File: src/design/bpa_pkg.sv
`timescale 1ns / 1ps
`default_nettype none

package bpa_pkg;

  // Fixed field widths
  localparam int unsigned SLOT_W = 6;
  localparam int unsigned FREE_W = 7;

  // Request kinds on the input tuser bit
  localparam logic MODE_ACQUIRE = 1'b0;
  localparam logic MODE_RELEASE = 1'b1;

  // Outcome code of one request
  typedef enum logic [1:0] {
    STATUS_GRANTED  = 2'd0,
    STATUS_RELEASED = 2'd1,
    STATUS_IGNORED  = 2'd2
  } status_e;

  // One result as produced by the slot state logic
  typedef struct packed {
    logic [SLOT_W-1:0] slot;
    status_e           status;
    logic              evicted;
    logic              clear_block;
    logic [FREE_W-1:0] free_count;
  } result_t;

endpackage : bpa_pkg

`default_nettype wire

File: src/design/bpa_core.sv
`timescale 1ns / 1ps
`default_nettype none

module bpa_core import bpa_pkg::*; #(
  parameter int unsigned BLOCKS = 16
) (
  input  wire logic              clk_i,
  input  wire logic              rst_ni,
  input  wire logic              req_valid_i,     // request applied at this edge
  input  wire logic              req_mode_i,
  input  wire logic [SLOT_W-1:0] req_index_i,
  input  wire logic              clear_on_reuse_i,
  output result_t                result_o
);

  localparam int unsigned IDX_W = (BLOCKS > 1) ? $clog2(BLOCKS) : 1;

  logic [BLOCKS-1:0] busy_q, busy_d;
  logic [IDX_W-1:0]  rank_q [BLOCKS];
  logic [IDX_W-1:0]  rank_d [BLOCKS];
  logic [FREE_W-1:0] free_q, free_d;

  logic              any_free;
  logic [IDX_W-1:0]  free_idx;
  logic [IDX_W-1:0]  oldest_idx;
  logic [IDX_W-1:0]  grant_idx;
  logic [IDX_W-1:0]  grant_rank;
  logic              idx_in_range;
  logic [IDX_W-1:0]  rel_idx;
  logic              is_acquire;

  assign is_acquire   = (req_mode_i == MODE_ACQUIRE);
  assign idx_in_range = ({1'b0, req_index_i} < (SLOT_W + 1)'(BLOCKS));
  assign rel_idx      = req_index_i[IDX_W-1:0];
  assign any_free     = ~&busy_q;

  // Lowest-numbered free slot
  always_comb begin
    free_idx = '0;
    for (int i = BLOCKS - 1; i >= 0; i--) begin
      if (!busy_q[i]) begin
        free_idx = IDX_W'(i);
      end
    end
  end

  // Slot holding rank zero; exactly one slot does
  always_comb begin
    oldest_idx = '0;
    for (int i = 0; i < BLOCKS; i++) begin
      if (rank_q[i] == '0) begin
        oldest_idx = oldest_idx | IDX_W'(i);
      end
    end
  end

  assign grant_idx  = any_free ? free_idx : oldest_idx;
  assign grant_rank = rank_q[grant_idx];

  // Next state: busy flags, ranks, free count
  always_comb begin
    busy_d = busy_q;
    free_d = free_q;
    for (int i = 0; i < BLOCKS; i++) begin
      rank_d[i] = rank_q[i];
    end
    if (is_acquire) begin
      busy_d[grant_idx] = 1'b1;
      if (any_free) begin
        free_d = free_q - FREE_W'(1);
      end
      for (int i = 0; i < BLOCKS; i++) begin
        if (IDX_W'(i) == grant_idx) begin
          rank_d[i] = IDX_W'(BLOCKS - 1);
        end else if (rank_q[i] > grant_rank) begin
          rank_d[i] = rank_q[i] - IDX_W'(1);
        end
      end
    end else if (idx_in_range) begin
      busy_d[rel_idx] = 1'b0;
      if (busy_q[rel_idx]) begin
        free_d = free_q + FREE_W'(1);
      end
    end
  end

  // Result fields
  always_comb begin
    result_o.free_count = free_d;
    if (is_acquire) begin
      result_o.slot        = SLOT_W'(grant_idx);
      result_o.status      = STATUS_GRANTED;
      result_o.evicted     = ~any_free;
      result_o.clear_block = any_free ? clear_on_reuse_i : 1'b1;
    end else if (idx_in_range) begin
      result_o.slot        = req_index_i;
      result_o.status      = STATUS_RELEASED;
      result_o.evicted     = 1'b0;
      result_o.clear_block = clear_on_reuse_i;
    end else begin
      result_o.slot        = req_index_i;
      result_o.status      = STATUS_IGNORED;
      result_o.evicted     = 1'b0;
      result_o.clear_block = 1'b0;
    end
  end

  // State registers
  always_ff @(posedge clk_i or negedge rst_ni) begin
    if (!rst_ni) begin
      busy_q <= '0;
      free_q <= FREE_W'(BLOCKS);
      for (int i = 0; i < BLOCKS; i++) begin
        rank_q[i] <= IDX_W'(i);
      end
    end else if (req_valid_i) begin
      busy_q <= busy_d;
      free_q <= free_d;
      for (int i = 0; i < BLOCKS; i++) begin
        rank_q[i] <= rank_d[i];
      end
    end
  end

endmodule : bpa_core

`default_nettype wire

File: src/design/block_pool_allocator_lru_top.sv
`timescale 1ns / 1ps
`default_nettype none

// Block pool allocator with least-recently-acquired eviction.
// Requests enter on the s_axis channel: tuser 0 acquires a slot, tuser 1
// releases the slot in tdata[5:0]. Every request yields exactly one result
// transfer on m_axis with the slot, the status (tuser), the eviction and
// clear flags and the number of free slots after the request.
// An acquire grants the lowest free slot; with the pool full it reuses the
// least recently acquired slot, sets evicted and always asks for a clear.
// Path: a request taken from s_axis lands in the input register, is
// resolved against the slot state and written to the result register
// once that register has room, and is then offered on m_axis.
// Throughput: one request per cycle unless m_axis stalls; the busy flags,
// ranks and free count follow each request, so consecutive ones see each other.
// When m_axis stalls, the result register holds and the input register
// keeps one more request; s_axis tready falls only when both are full.
// cfg_we_i writes clear_on_reuse (reset 1); it is to be used only while idle, which the block does not enforce.
// Reset: all slots free, slot 0 is the oldest, no result pending.
module block_pool_allocator_lru_top import bpa_pkg::*; #(
  parameter int unsigned BLOCKS = 16
) (
  input  wire logic        clk_i,
  input  wire logic        rst_ni,
  input  wire logic        s_axis_tvalid,
  output logic             s_axis_tready,
  input  wire logic [7:0]  s_axis_tdata,   // [5:0] release_index
  input  wire logic        s_axis_tuser,   // [0] mode
  output logic             m_axis_tvalid,
  input  wire logic        m_axis_tready,
  output logic [15:0]      m_axis_tdata,   // [5:0] slot, [6] evicted,
                                           // [7] clear_block, [14:8] free_count
  output logic [1:0]       m_axis_tuser,   // [1:0] status
  input  wire logic        cfg_we_i,
  input  wire logic        cfg_wdata_i
);

  logic              in_valid_q;
  logic              in_mode_q;
  logic [SLOT_W-1:0] in_index_q;
  logic              out_valid_q;
  result_t           out_q;
  result_t           result;
  logic              advance;
  logic              clear_on_reuse_q;

  // Move the input register into the result register when there is room
  assign advance       = in_valid_q && (!out_valid_q || m_axis_tready);
  assign s_axis_tready = !in_valid_q || advance;

  // Configuration register
  always_ff @(posedge clk_i or negedge rst_ni) begin
    if (!rst_ni) begin
      clear_on_reuse_q <= 1'b1;
    end else if (cfg_we_i) begin
      clear_on_reuse_q <= cfg_wdata_i;
    end
  end

  // Input register
  always_ff @(posedge clk_i or negedge rst_ni) begin
    if (!rst_ni) begin
      in_valid_q <= 1'b0;
    end else if (s_axis_tready) begin
      in_valid_q <= s_axis_tvalid;
    end
  end

  always_ff @(posedge clk_i) begin
    if (s_axis_tvalid && s_axis_tready) begin
      in_mode_q  <= s_axis_tuser;
      in_index_q <= s_axis_tdata[SLOT_W-1:0];
    end
  end

  // Slot state and request resolution
  bpa_core #(
    .BLOCKS(BLOCKS)
  ) u_core (
    .clk_i           (clk_i),
    .rst_ni          (rst_ni),
    .req_valid_i     (advance),
    .req_mode_i      (in_mode_q),
    .req_index_i     (in_index_q),
    .clear_on_reuse_i(clear_on_reuse_q),
    .result_o        (result)
  );

  // Result register
  always_ff @(posedge clk_i or negedge rst_ni) begin
    if (!rst_ni) begin
      out_valid_q <= 1'b0;
    end else if (advance) begin
      out_valid_q <= 1'b1;
    end else if (m_axis_tready) begin
      out_valid_q <= 1'b0;
    end
  end

  always_ff @(posedge clk_i) begin
    if (advance) begin
      out_q <= result;
    end
  end

  assign m_axis_tvalid = out_valid_q;
  assign m_axis_tdata  = {1'b0, out_q.free_count, out_q.clear_block, out_q.evicted,
                          out_q.slot};
  assign m_axis_tuser  = out_q.status;

  // An eviction only happens on a grant with the pool full, and always clears
  assert property (@(posedge clk_i) disable iff (!rst_ni)
    out_valid_q && out_q.evicted |->
      out_q.status == STATUS_GRANTED && out_q.clear_block && out_q.free_count == '0)
    else $error("eviction result inconsistent");

  // Free count never exceeds the pool size
  assert property (@(posedge clk_i) disable iff (!rst_ni)
    out_valid_q |-> out_q.free_count <= FREE_W'(BLOCKS))
    else $error("free count above pool size");

  // An ignored release names a slot beyond the pool and asks for no clear
  assert property (@(posedge clk_i) disable iff (!rst_ni)
    out_valid_q && out_q.status == STATUS_IGNORED |->
      {1'b0, out_q.slot} >= (SLOT_W + 1)'(BLOCKS) && !out_q.clear_block)
    else $error("ignored release inconsistent");

  // A request waiting in the input register is resolved once the output frees up
  assert property (@(posedge clk_i) disable iff (!rst_ni)
    in_valid_q && !out_valid_q |=> out_valid_q)
    else $error("pending request not resolved");

endmodule : block_pool_allocator_lru_top

`default_nettype wire
File: config.mk
export PLATFORM = sky130hd
export DESIGN_NAME = block_pool_allocator_lru_top
export DESIGN_NICKNAME = d
export VERILOG_FILES = /design/src/design/bpa_pkg.sv /design/src/design/bpa_core.sv /design/src/design/block_pool_allocator_lru_top.sv
export SDC_FILE = /design/constraint.sdc
export NUM_CORES = 1
export LEC_CHECK = 0
export BUFFER_PORTS_ARGS = -buffer_cell sky130_fd_sc_hd__buf_2
export CORE_MARGIN = 2
export CORE_UTILIZATION = 40
export CTS_CLUSTER_DIAMETER = 200
export DETAILED_ROUTE_END_ITERATION = 16
export HOLD_SLACK_MARGIN = 0.02
export PLACE_DENSITY = 0.65
export SYNTH_ARGS = -nofsm -noshare
export SYNTH_HDL_FRONTEND = slang
export SYNTH_SLANG_ARGS = --single-unit
File: constraint.sdc
create_clock -name clk_i -period 6.52 [get_ports clk_i]
set_clock_uncertainty 0.2 [all_clocks]
set_input_delay 1.304 -clock clk_i [delete_from_list [all_inputs] [get_ports clk_i]]
set_output_delay 1.304 -clock clk_i [all_outputs]
set_load 0.01 [all_outputs]
; ---- Word level (Yosys, flattened, before mapping)
; Index checks and enable logic that the tools add are counted.
[word_totals]
regBits = 114
latchBits = 0
ram_bits = 0
romBits = 0
in_bits = 15
n_memories = 0
[classes]
add_sub_neg = 18
n_mul = 0
div = 0
order_cmp = 22
n_eq_ne = 16
shift = 0
n_mux = 84
bitwise = 5
reduce_logical = 59
[ops]
columns = op, n
row1 = $mux W4, 60
row2 = $gt A4 B4 Y1, 16
row3 = $logic_not A4 Y1, 16
row4 = $sub A4 B1 Y4 const B, 16
row5 = $reduce_and A3 Y1, 16
row6 = $reduce_bool A2 Y1, 17
row7 = $eq A4 B4 Y1 const A, 8
row8 = $mux W16, 2
row9 = $mux W7, 4
row10 = $and A16 B16 Y16, 1
row11 = $bmux W4 S4, 1
row12 = $eq A3 B4 Y1 const A, 4
row13 = $not A16 Y16, 1
row14 = $or A16 B16 Y16, 1
row15 = $reduce_and A16 Y1, 1
row16 = $mux W3, 4
row17 = $lt A4 B5 Y1 const B, 2
row18 = $demux W1 S4, 2
row19 = $eq A2 B4 Y1 const A, 2
row20 = $ge A4 B1 Y1 const B, 2
row21 = $mux W8, 1
row22 = $add A7 B1 Y7 const B, 1
row23 = $mux W1, 7
row24 = $sub A7 B1 Y7 const B, 1
row25 = other kinds (12), 18

; ---- Longest topological paths before layout
; Gate-level depths: netlist (run 1).
[logic_depth]
word_depth = 24
depth_mapped = 20

; ---- Cells and area by module
; From an unflattened synthesis (run 1), not the netlist that was laid out.
[unflattened]
hier_cells = 842
area_unflattened_um2 = 8037.7
[by_module_without_submodules]
columns = mod, n_inst, cells_per_inst, area_per_inst_um2, seq_area_each_um2
row1 = bpa_core, 1, 806, 7164.4, 2218.4
row2 = block_pool_allocator_lru_top, 1, 36, 873.3, 797.0

; ---- Least setup slack after synthesis (run 1)
; No wires, ideal clock.
[synth_path]
kind = register -> register
start = register u_core.rank_q[0] (netlist bit)
end = register u_core.rank_q[19] (netlist bit)
arrival_time_ps = 5223
required_ps = 6240
setup_slack_ps = 1016
path_stages_with_launch = 21
n_path_buf = 2
path_cell_list = dfstp_2 > inv_1 > ha_1 > nor3b_1 > a21oi_1 > a41oi_1 > o21bai_1 > nand2b_1 > clkbuf_1 > clkbuf_1 > o32ai_1 > a211oi_1 > ha_1 > nor2b_1 > o21a_1 > o21a_1 > o21ai_0 > or2_2 > or4_1 > xor2_1 > nand2_1
[synth_via]
elab_chain_len = 10
elab_cells_between_ends = 12
cone_classes = order compare: 1 / eq/ne: 1 / mux: 6 / bitwise: 1 / reduce/logical: 3
[synth_rtl]
columns = item, line
row1 = "start, declared", bpa_core.sv:19  ; logic [IDX_W-1:0] rank_q [BLOCKS];
row2 = "start signal, assigned by index", bpa_core.sv:114  ; rank_q[i] <= IDX_W'(i);
row3 = "start signal, assigned by index", bpa_core.sv:120  ; rank_q[i] <= rank_d[i];
row4 = $logic_not A4 Y1, bpa_core.sv:51  ; if (rank_q[i] == '0) begin
row5 = $mux W4, bpa_core.sv:51
row6 = $mux W4, bpa_core.sv:57  ; assign grant_idx = any_free ? free_idx : oldest_idx;
row7 = $not A4 Y5 (implied by the code), bpa_core.sv:58  ; assign grant_rank = rank_q[grant_idx];
row8 = $bmux W4 S4, bpa_core.sv:58
row9 = $mux W4 (implied by the code) (2 in a row), bpa_core.sv:58
row10 = $gt A4 B4 Y1, bpa_core.sv:75  ; end else if (rank_q[i] > grant_rank) begin
row11 = $reduce_bool A2 Y1 (no source line), --
row12 = $reduce_and A3 Y1 (no source line), --
; Several ways; a longest one is shown, not always the timed one. The select of a mux whose other input is x is not followed.
; A chain may end at the register's enable or synchronous reset.

; ---- Final worst setup path (run 1)
[layout_path]
start = register u_core.rank_q[32] (netlist bit)
end = register u_core.rank_q[11] (netlist bit)
[layout_via]
elab_chain_len = 18
elab_cells_between_ends = 20
cone_classes = order compare: 1 / eq/ne: 1 / mux: 14 / bitwise: 1 / reduce/logical: 3
[layout_rtl]
columns = item, line
row1 = $logic_not A4 Y1, bpa_core.sv:51
row2 = $mux W3, bpa_core.sv:51
row3 = $mux W4 (8 in a row), bpa_core.sv:51
row4 = $mux W4, bpa_core.sv:57
row5 = $not A4 Y5 (implied by the code), bpa_core.sv:58
row6 = $bmux W4 S4, bpa_core.sv:58
row7 = $mux W4 (implied by the code) (2 in a row), bpa_core.sv:58
row8 = $gt A4 B4 Y1, bpa_core.sv:75
row9 = $reduce_bool A2 Y1 (no source line), --
row10 = $reduce_and A3 Y1 (no source line), --
; Several ways; a longest one is shown, not always the timed one. The select of a mux whose other input is x is not followed.

==> summary.md, run 1 <==
| Metric | Value |
|---|---|
| Yosys warnings | `0` |
| CTS max path bufs | `2` |
| Ant diodes | `0` |
| WP data required | `6.68 ns` |
| Share of cells above drive strength 1 | `16.11%` |
| RSZ-0062 raised after global routing | `false` |
| Worst R2R Path Depth | `19` |
| Vias per cell | `5.989` |
| Synthesized area | `0.008250 sq mm` |
| Final Non-Filler Cells | `1,201` |
| Startpoint Class | `flip-flop` |
| Initial DRC count | `654` |
| Register-to-register setup slack | `0.86 ns` |
| Total gr overflow | `0` |
| Crit path capture | `u_core.rank_q[11]` |
| Synth Area per Inst | `9.270 sq um` |
| Row count | `52` |
| Starting Density | `40.77%` |
| Placed Instances | `1,169` |
| Core area | `0.02023 sq mm` |
| First drt pass iteration count | `5` |
| Initial antenna violation count | `0` |
| Period utilization | `86.74%` |
| Final Hold Viols | `0` |
| RR Endpoint | `u_core.rank_q[11]` |
| Largest net degree at the start of global routing | `66` |
| Max-cap check violation count | `0` |
| Setup Viol. Count Final | `0` |
| # resized after CTS | `0` |
| Sequential area share after synthesis | `36.55%` |
| Die Area | `0.02179 sq mm` |
| Post-synth EDFFs | `24` |
| Ys async rst share | `78.95%` |
| Input/output buffers | `31` |
| Drt wl/cell | `18.32 microns` |
| Ports | `35` |
| WP data arrival | `5.82 ns` |
| Most frequent cells in the layout | `ha_1 (82), o21ai_0 (59), dfrtp_1 (56)` |
| Commonest non-fill, non-tap cell in the layout | `ha_1` |
| Dpl hpwl | `15.49 mm` |
| Fin Setup TNS | `0 ns` |
| Measured slew at the worst slew-check pin | `1.002 ns` |
| Die Width | `147.6 microns` |
| Total track usage | `21.01%` |
| Area growth from synthesis to layout | `13.01%` |
| Clock sinks | `114` |
| Status | `complete, no violations` |
| FF+latch count, synth | `114` |
| Worst-path fanout max | `18` |
| Max-slew violations | `0` |
| # H-tree levels | `4` |
| Final net count | `1,015` |
| Post-CTS setup buffer count | `0` |
| Worst Hold Class | `reg2reg` |
| Highest Clock Rate | `0.1768 GHz` |
| Clk_lat worst skew | `0.42 ns` |
| Slew headroom | `33.22%` |
| Placer's final routability congestion estimate | `0.9065` |
| Hold Buf Count CTS | `0` |
| DRC violations left | `0` |
| Die extent in y | `147.6 microns` |
| Root buffer cell | `clkbuf_16` |
| Clk slew on worst S/H paths | `0.06 ns` |
| First-pass GRT wire length | `36.49 mm` |
| Number of global-route vias before repair | `6,955` |
| Min Tclk post-route | `5.656 ns` |
| Post-synth cell types | `71` |
| Via count | `7,193` |
| Worst setup EP type | `flip-flop` |
| Reg-to-Reg Start | `u_core.rank_q[32]` |
| Routed wire length | `22.01 mm` |
| Primary FF master, synth | `dfrtp_1` |
| Mapped Cells | `890` |
| Crit path from | `u_core.rank_q[32]` |
| Post-DRT Antenna Nets | `0` |
| Setup CP Type | `reg2reg` |
| CTS tree | `built` |
| Syn nets | `987` |
| Num CTS Buffers | `17` |
-- flip-flops by register name, summed over array words and instances (netlist names) --
signal            count
clear_on_reuse_q      1
u_core.busy_q        16
m_axis_tvalid         1
u_core.free_q         7
m_axis_tuser          2
u_core.rank_q        64
in_index_q            6
in_mode_q             1
in_valid_q            1
m_axis_tdata         15
-- cells in the mapped netlist, drive strengths merged, types with 7 or more instances --
cell type / n / area share, %
ha: 82 / 12
nand3: 33 / 2.0
nand4: 18 / 1.4
a41o: 8 / 0.97
o21ai: 59 / 3.6
nor3b: 8 / 0.73
edfxtp: 24 / 8.7
or4: 9 / 0.86
o32ai: 13 / 1.4
dfstp: 34 / 11
buf: 16 / 1.3
a31oi: 16 / 1.2
dfrtp: 56 / 17
nor3: 35 / 2.2
mux2i: 18 / 2.2
clkbuf: 27 / 1.2
nor2b: 19 / 1.4
nand2b: 23 / 1.7
inv: 53 / 2.4
o21a: 19 / 1.7
o31ai: 12 / 1.1
a22oi: 7 / 0.64
a21oi: 53 / 3.4
nor4: 14 / 1.1
a211oi: 24 / 2.2
nor2: 56 / 2.6
or3: 7 / 0.59
nand2: 50 / 2.3
xor2: 10 / 1.1
o2bb2ai: 8 / 0.85
and2: 7 / 0.53
-- final cells by class --
type,instances,area [sq um]
fill,1938,10910
multi-input combinational,680,4866
sequential,114,3015
clock buffer,18,450.4
tap,270,337.8
timing repair buffer,52,327.8
inverter,53,198.9
clock inverter,14,127.6
-- worst min-delay path by stage --
stage                      start           endpoint  slack [ns]  depth (start not counted)
2_1_floorplan  u_core.rank_q[44]  u_core.rank_q[44]        0.26                          1
3_3_place_gp          in_valid_q      m_axis_tvalid        0.27                          1
3_5_place_dp          in_valid_q      m_axis_tvalid        0.27                          1
4_1_cts               in_valid_q      m_axis_tvalid        0.29                          1
5_1_grt         u_core.free_q[6]   u_core.free_q[6]        0.30                          1
6_report        u_core.free_q[6]   u_core.free_q[6]        0.29                          1
-- cell families after synthesis --
logic type | synth area share, %
AND/OR/NAND/NOR | 18.61
other | 0.04545
adder cells (fa/ha/maj) | 12.44
buffers and inverters | 4.898
XOR/XNOR | 1.698
flip-flops | 36.55
AO/OA/AOI/OAI | 21.81
multiplexers | 3.958
-- worst max-delay path: stages, from the launching register on --
cell      delay (ns)
dfstp_2         0.59
inv_1           0.07
ha_1            0.24
nor3b_1         0.20
a21oi_1         0.37
a41oi_4         0.28
or2_1           0.58
buf_12          0.29
a211oi_1        0.23
nor3_1          0.08
a211o_1         0.65
ha_1            0.39
nor2b_1         0.10
o21ai_0         0.09
nand2b_1        0.09
a21oi_1         0.07
a41o_1          0.27
or4_1           0.43
a211oi_1        0.23
nand2b_1        0.14
-- per-stage QoR --
| stage | hold WS [ns] | setup slack [ns] | area [sq um] | util, % |
|---|---|---|---|---|
| 2_1_floorplan | 0.2563 | 1.016 | 8250 | - |
| 3_3_place_gp | 0.2674 | 0.9985 | 8746 | 43.22 |
| 3_5_place_dp | 0.2739 | 0.9108 | 8746 | 43.22 |
| 6_report | 0.2875 | 0.8643 | 9324 | 46.08 |
| 4_1_cts | 0.2919 | 0.8866 | 9324 | 46.08 |
| 5_1_grt | 0.2955 | 0.5080 | 9324 | 46.08 |
-- metal layers --
metal  routed length [microns]  track usage (%)  vias to the layer above
li1                          -                -                     3428
met1                     10190            29.24                     3481
met2                     10170            33.63                      251
met3                      1339            3.858                       33
met4                       310            5.865                        0
met5                         0                0                        -
Power of run 1 is not shown: default switching activity piles up to over one toggle a cycle in this logic, so the estimate is an artifact.
==> run 2: changes to the inputs <==
- ABC_AREA: default -> 1
- CORE_UTILIZATION: 40 -> 45
- PLACE_DENSITY: 0.65 -> 0.7
==> run 2 against run 1 <==
Against the previous run:
- synthesized cell count increased by 31%
- first-iteration DRC count is 20% lower
- non-clock buffer count shrank 13
- maximum frequency grew 12%
- critical path depth is 6 higher
- utilization rose by 5.2 points
- global-route usage up 1.0 points
- die area is 6.5% lower
- register-to-register slack gained 0.60 ns
- sequential share of layout area down 1.1 points
- routed wire length fell by 4.1%
- final cell count is 22% higher
==> summary.md, run 2 <==
| Metric | Value |
|---|---|
| Post-synthesis mux area share | `0%` |
| Total gr overflow | `0` |
| Via count | `7,738` |
| RSZ-0062 raised after global routing | `false` |
| Setup CP Type | `reg2reg` |
| Synth area leaders | `nand2_1 (17%), dfrtp_1 (16%), ha_1 (12%), dfstp_2 (10%), edfxtp_1 (8.3%)` |
| Routed wire length | `21.10 mm` |
| CP most frequent cell | `nand2_1` |
| Simple-gate portion of the synthesized area | `34.38%` |
| Row count | `50` |
| Highest Clock Rate | `0.1979 GHz` |
| Initial antenna violation count | `0` |
| # resized after CTS | `0` |
| Max-slew violations | `0` |
| Die Width | `142.8 microns` |
| Core area | `0.01883 sq mm` |
| Synth Area per Inst | `7.437 sq um` |
| Post-synth EDFFs | `24` |
| Die Area | `0.02038 sq mm` |
| Synth area leader | `nand2_1` |
| DRC violations left | `0` |
| CTS tree | `built` |
| Fin Setup TNS | `0 ns` |
| Die extent in y | `142.8 microns` |
| Area growth from synthesis to layout | `11.55%` |
| Largest net degree at the start of global routing | `55` |
| Root buffer cell | `clkbuf_16` |
| Share of cells above drive strength 1 | `15.28%` |
| First-pass GRT wire length | `35.65 mm` |
| WP data required | `6.64 ns` |
| Worst-path fanout max | `22` |
| Final Non-Filler Cells | `1,471` |
| WL met2 | `9.657 mm` |
| Num CTS Buffers | `17` |
| Post-CTS setup buffer count | `0` |
| Largest family of logic cells by synthesized area | `simple AND/OR/NAND/NOR gates` |
| Ys async rst share | `78.95%` |
| Worst Hold Class | `reg2reg` |
| Yosys warnings | `0` |
| Worst setup EP type | `flip-flop` |
| Compound-cell area share of the yosys netlist | `10.66%` |
| Count leader, synth | `nand2_1` |
| Starting Density | `46.01%` |
| Measured slew at the worst slew-check pin | `1.029 ns` |
| Setup Viol. Count Final | `0` |
| Number of global-route vias before repair | `7,281` |
| Final Hold Viols | `0` |
| Clock sinks | `114` |
| Placed Instances | `1,439` |
| Placer's final routability congestion estimate | `0.8798` |
| Multi-input logic area | `0.005071 sq mm` |
| CP Depth | `25` |
| Worst path slowest cell | `ha_1` |
| Final net count | `1,295` |
| Dpl hpwl | `15.05 mm` |
| Max reg flops | `64` |
| Syn nets | `1,262` |
| Sequential area share after synthesis | `34.80%` |
| Uppermost layer routed | `met4` |
| Max-cap check violation count | `0` |
| Worst R2R Path Depth | `25` |
| Input/output buffers | `31` |
| Sequential Area | `0.003015 sq mm` |
| Fraction of synthesized cell area in xor and xnor cells | `1.516%` |
| Crit path buffers/inverters | `5` |
| Primary FF master, synth | `dfrtp_1` |
| Synth cell count leaders | `nand2_1 (396), nand3_1 (121), inv_1 (112), ha_1 (82), o21ai_0 (73)` |
| Clk_lat worst skew | `0.44 ns` |
| FF+latch count, synth | `114` |
| # H-tree levels | `4` |
| Mapped Cells | `1,165` |
| Hold Crit Start | `u_core.rank_q[32]` |
| Post-synth cell types | `50` |
| Ant diodes | `0` |
| M1 WL | `10.19 mm` |
| Ports | `35` |
| Total track usage | `22.01%` |
| Synthesized area | `0.008665 sq mm` |
| Top cell type's share of synthesized area | `17.16%` |
| Min Tclk post-route | `5.054 ns` |
| Area share of fa/ha/maj cells after synthesis | `11.84%` |
| Met3 WL | `922 microns` |
| Delay-heaviest family, CP | `simple AND/OR/NAND/NOR gates` |
| Startpoint Class | `flip-flop` |
| Reg-to-Reg Start | `u_core.rank_q[48]` |
| CTS max path bufs | `2` |
| Status | `complete, no violations` |
| WP data arrival | `5.17 ns` |
| # fillers | `1,784` |
| Slew headroom | `31.31%` |
| Hold Buf Count CTS | `0` |
| Clk slew on worst S/H paths | `0.06 ns` |
| Crit path from | `u_core.rank_q[48]` |
| Worst Hold Depth | `2` |
| Vias per cell | `5.260` |
| Commonest non-fill, non-tap cell in the layout | `nand2_1` |
| CP max stage delay | `0.58 ns` |
| First drt pass iteration count | `7` |
| Most frequent cells in the layout | `nand2_1 (396), nand3_1 (121), inv_1 (112)` |
| Initial DRC count | `524` |
| Largest reg by FF count | `u_core.rank_q` |
| Post-DRT Antenna Nets | `0` |
| Drt wl/cell | `14.35 microns` |
| Period utilization | `77.51%` |
-- run 2: cell types whose count changed in the layout (fill, tap and decap cells not counted), moves of 13 or more --
cell	delta
mux2i_1	-18
or2_2	+14
a211oi_1	-19
a31oi_1	-13
o21ai_0	+14
nand2_1	+346
a21oi_1	-31
nor2b_1	-19
nand2_2	+27
nor3_1	-22
nand3_1	+88
nand2b_1	-23
o32ai_1	-13
inv_1	+60
-- run 2: kinds of logic (layout without fill, tap and decap cells) --
family	after synthesis	in the layout
buffers and inverters	143	189
adder cells (fa/ha/maj)	82	82
other	1	1
AO/OA/AOI/OAI	154	154
flip-flops	114	114
XOR/XNOR	15	15
AND/OR/NAND/NOR	656	656
-- run 2: routing by layer --
metal	global-route usage, %	up-vias
met5	0	-
met4	5.784	0
met3	3.957	28
met2	35.80	177
met1	30.32	3615
li1	-	3918
-- run 2: cell type report --
cell class	instances	share of cell area, %
Multi-Input combinational cell	908	52.47
Sequential cell	114	31.20
Inverter	118	4.660
Clock buffer	18	4.440
Tap cell	260	3.366
Timing Repair Buffer	39	2.252
Clock inverter	14	1.618
-- run 2: stage by stage --
step	setup slack [ns]	util [%]	hold WS, ns	cell area [sq um]
3_3_place_gp	1.522	48.22	0.2601	9080
2_1_floorplan	2.524	-	0.2507	8665
6_report	1.466	51.33	0.2792	9666
3_5_place_dp	1.501	48.22	0.2698	9080
4_1_cts	1.493	51.33	0.2791	9666
5_1_grt	1.084	51.33	0.2952	9666
-- run 2: worst paths after layout --
kind                            slack (ns)                end
worst max-delay path                  1.47  u_core.rank_q[13]
worst min-delay path                  0.28  u_core.rank_q[32]
worst max register to register        1.47  u_core.rank_q[13]
worst min register to register        0.28  u_core.rank_q[32]
max in group asynchronous             4.39  u_core.rank_q[23]
min in group asynchronous             0.73      m_axis_tvalid
-- run 2: worst min-delay path, stage by stage, from the launching register on --
cell and delay, ns:
dfstp_2 0.38, nand2_1 0.06, nand2_1 0.04
Power of run 2 is left out for the same reason.
==> run 3: changes to the inputs <==
- PLACE_DENSITY: 0.7 -> 0.73
- clock period: 6.52 -> 4.3 ns (I/O delays scaled with it)
==> run 3 against run 2 <==
Against the previous run:
- sequential share of layout area decreased by 0.81 points
- die area unchanged
- final area increased by 2.7%
- routed wire length decreased by 2.3%
- final cell count increased by 1.2%
- largest cell class unchanged
==> summary.md, run 3 (same netlist as run 2, synthesis figures left out) <==
| Metric | Value |
|---|---|
| RSZ-0062 raised after global routing | `false` |
| Clk slew on worst S/H paths | `0.06 ns` |
| Clock sinks | `114` |
| Worst-path fanout max | `16` |
| Hold Buf Count CTS | `0` |
| Post-DRT Antenna Nets | `0` |
| Share of cells above drive strength 1 | `17.66%` |
| Via count | `7,759` |
| Vias per cell | `5.211` |
| Worst Hold Class | `reg2reg` |
| Ports | `35` |
| Routed wire length | `20.63 mm` |
| Worst R2R Path Depth | `29` |
| Dpl hpwl | `15.02 mm` |
| DRC violations left | `0` |
| Die Area | `0.02038 sq mm` |
| First drt pass iteration count | `6` |
| Worst path slowest cell | `dfstp_2` |
| Initial DRC count | `541` |
| Initial antenna violation count | `0` |
| Num CTS Buffers | `17` |
| Commonest non-fill, non-tap cell in the layout | `nand2_1` |
| Final net count | `1,313` |
| Die extent in y | `142.8 microns` |
| Core area | `0.01883 sq mm` |
| Ant diodes | `0` |
| Drt wl/cell | `13.85 microns` |
| Measured slew at the worst slew-check pin | `1.062 ns` |
| Startpoint Class | `flip-flop` |
| WP data arrival | `4.08 ns` |
| Busiest metal layer after global routing | `met2` |
| # H-tree levels | `4` |
| Fin Hold WS | `0.2728 ns` |
| CP max stage delay | `0.55 ns` |
| Total gr overflow | `0` |
| Status | `complete, no violations` |
| Hold Crit Start | `u_core.rank_q[0]` |
| Max-cap check violation count | `0` |
| Placer's final routability congestion estimate | `0.8491` |
| Period utilization | `92.28%` |
| Worst setup EP type | `flip-flop` |
| Worst Hold Depth | `2` |
| CTS tree | `built` |
| Post-route setup slack | `0.3319 ns` |
| Largest reg by FF count | `u_core.rank_q` |
| Crit path from | `u_core.rank_q[1]` |
| Row count | `50` |
| GR Util met2 | `34.56%` |
| CTS max path bufs | `2` |
| Fin Setup TNS | `0 ns` |
| Setup CP Type | `reg2reg` |
| Register-to-register setup slack | `0.33 ns` |
| Die Width | `142.8 microns` |
| Root buffer cell | `clkbuf_16` |
| Min Tclk post-route | `3.968 ns` |
| Placed Instances | `1,455` |
| Setup Viol. Count Final | `0` |
| M1 GR Usage | `28.67%` |
| Input/output buffers | `31` |
| Starting Density | `46.01%` |
| Most frequent cells in the layout | `nand2_1 (394), nand3_1 (121), inv_1 (109)` |
| First-pass GRT wire length | `34.67 mm` |
| Reg-to-Reg Start | `u_core.rank_q[1]` |
| Total track usage | `21.31%` |
| Highest Clock Rate | `0.2520 GHz` |
| Max reg flops | `64` |
| Number of global-route vias before repair | `7,308` |
| Max-slew violations | `0` |
| Pre-CTS WS | `0.004964 ns` |
| Hold EP | `u_core.rank_q[0]` |
| WP data required | `4.42 ns` |
| Final Hold Viols | `0` |
| Largest net degree at the start of global routing | `82` |
| Final Non-Filler Cells | `1,489` |
| CP most frequent cell | `nand2_1` |
| Clk_lat worst skew | `0.43 ns` |
| Slew headroom | `29.18%` |
| RR Endpoint | `u_core.rank_q[12]` |
| Met3 GRT Util | `3.957%` |
| Area growth from synthesis to layout | `14.51%` |
==> run 3: cell count changes in the layout (fill, tap and decap cells not counted), moves of 2 or more <==
cell / previous run / this run
buf_12: 0 / 4
buf_4: 9 / 19
buf_6: 0 / 2
buf_8: 0 / 2
inv_1: 112 / 109
inv_2: 4 / 6
nand2_1: 396 / 394
nor2_1: 43 / 40
nor2_2: 2 / 4
==> run 3: area by class of cell <==
type | count | area, sq um
clock buffers | 18 | 429.2
clock inverters | 14 | 153.9
fillers | 1762 | 8909
inverters | 118 | 452.9
multi-input cells | 908 | 5120
flip-flops and latches | 114 | 3015
well taps | 260 | 325.3
repair buffers | 57 | 425.4
==> run 3: layer usage <==
layer	part of all wire, %	vias up	routed length [microns]
li1	-	3956	-
met1	48	3581	9873
met2	46	190	9415
met3	4.8	32	983
met4	1.7	0	353
met5	0	-	0
==> run 3: worst max-delay path by stage <==
stage                   endpoint  cells after the start
6_report       u_core.rank_q[12]                     29
5_1_grt        u_core.rank_q[12]                     29
4_1_cts        u_core.rank_q[12]                     22
3_5_place_dp   u_core.rank_q[60]                     27
3_3_place_gp   u_core.rank_q[63]                     27
2_1_floorplan  u_core.rank_q[20]                     25
==> run 3: what timing repair did <==
action                     4_1_cts  5_1_grt
gates resized for setup          1       26
pin swaps                        0        5
setup endpoints to repair        4       64
buffers inserted                 0        2
==> run 3: worst max-delay path: cells and delay by family, from the launching register on <==
kind                     cells  cell delay, ns
AND/OR/NAND/NOR             18            1.60
flip-flops                   1            0.55
buffers and inverters        5            0.51
adder cells (fa/ha/maj)      2            0.47
AO/OA/AOI/OAI                4            0.52
==> run 3: through the flow <==
| step | util, % | cell area, sq um |
|---|---|---|
| 3_3_place_gp | 49.06 | 9238 |
| 6_report | 52.69 | 9922 |
| 2_1_floorplan | - | 8665 |
| 4_1_cts | 52.17 | 9823 |
| 5_1_grt | 52.69 | 9922 |
| 3_5_place_dp | 49.06 | 9238 |
Power of run 3 is left out for the same reason.
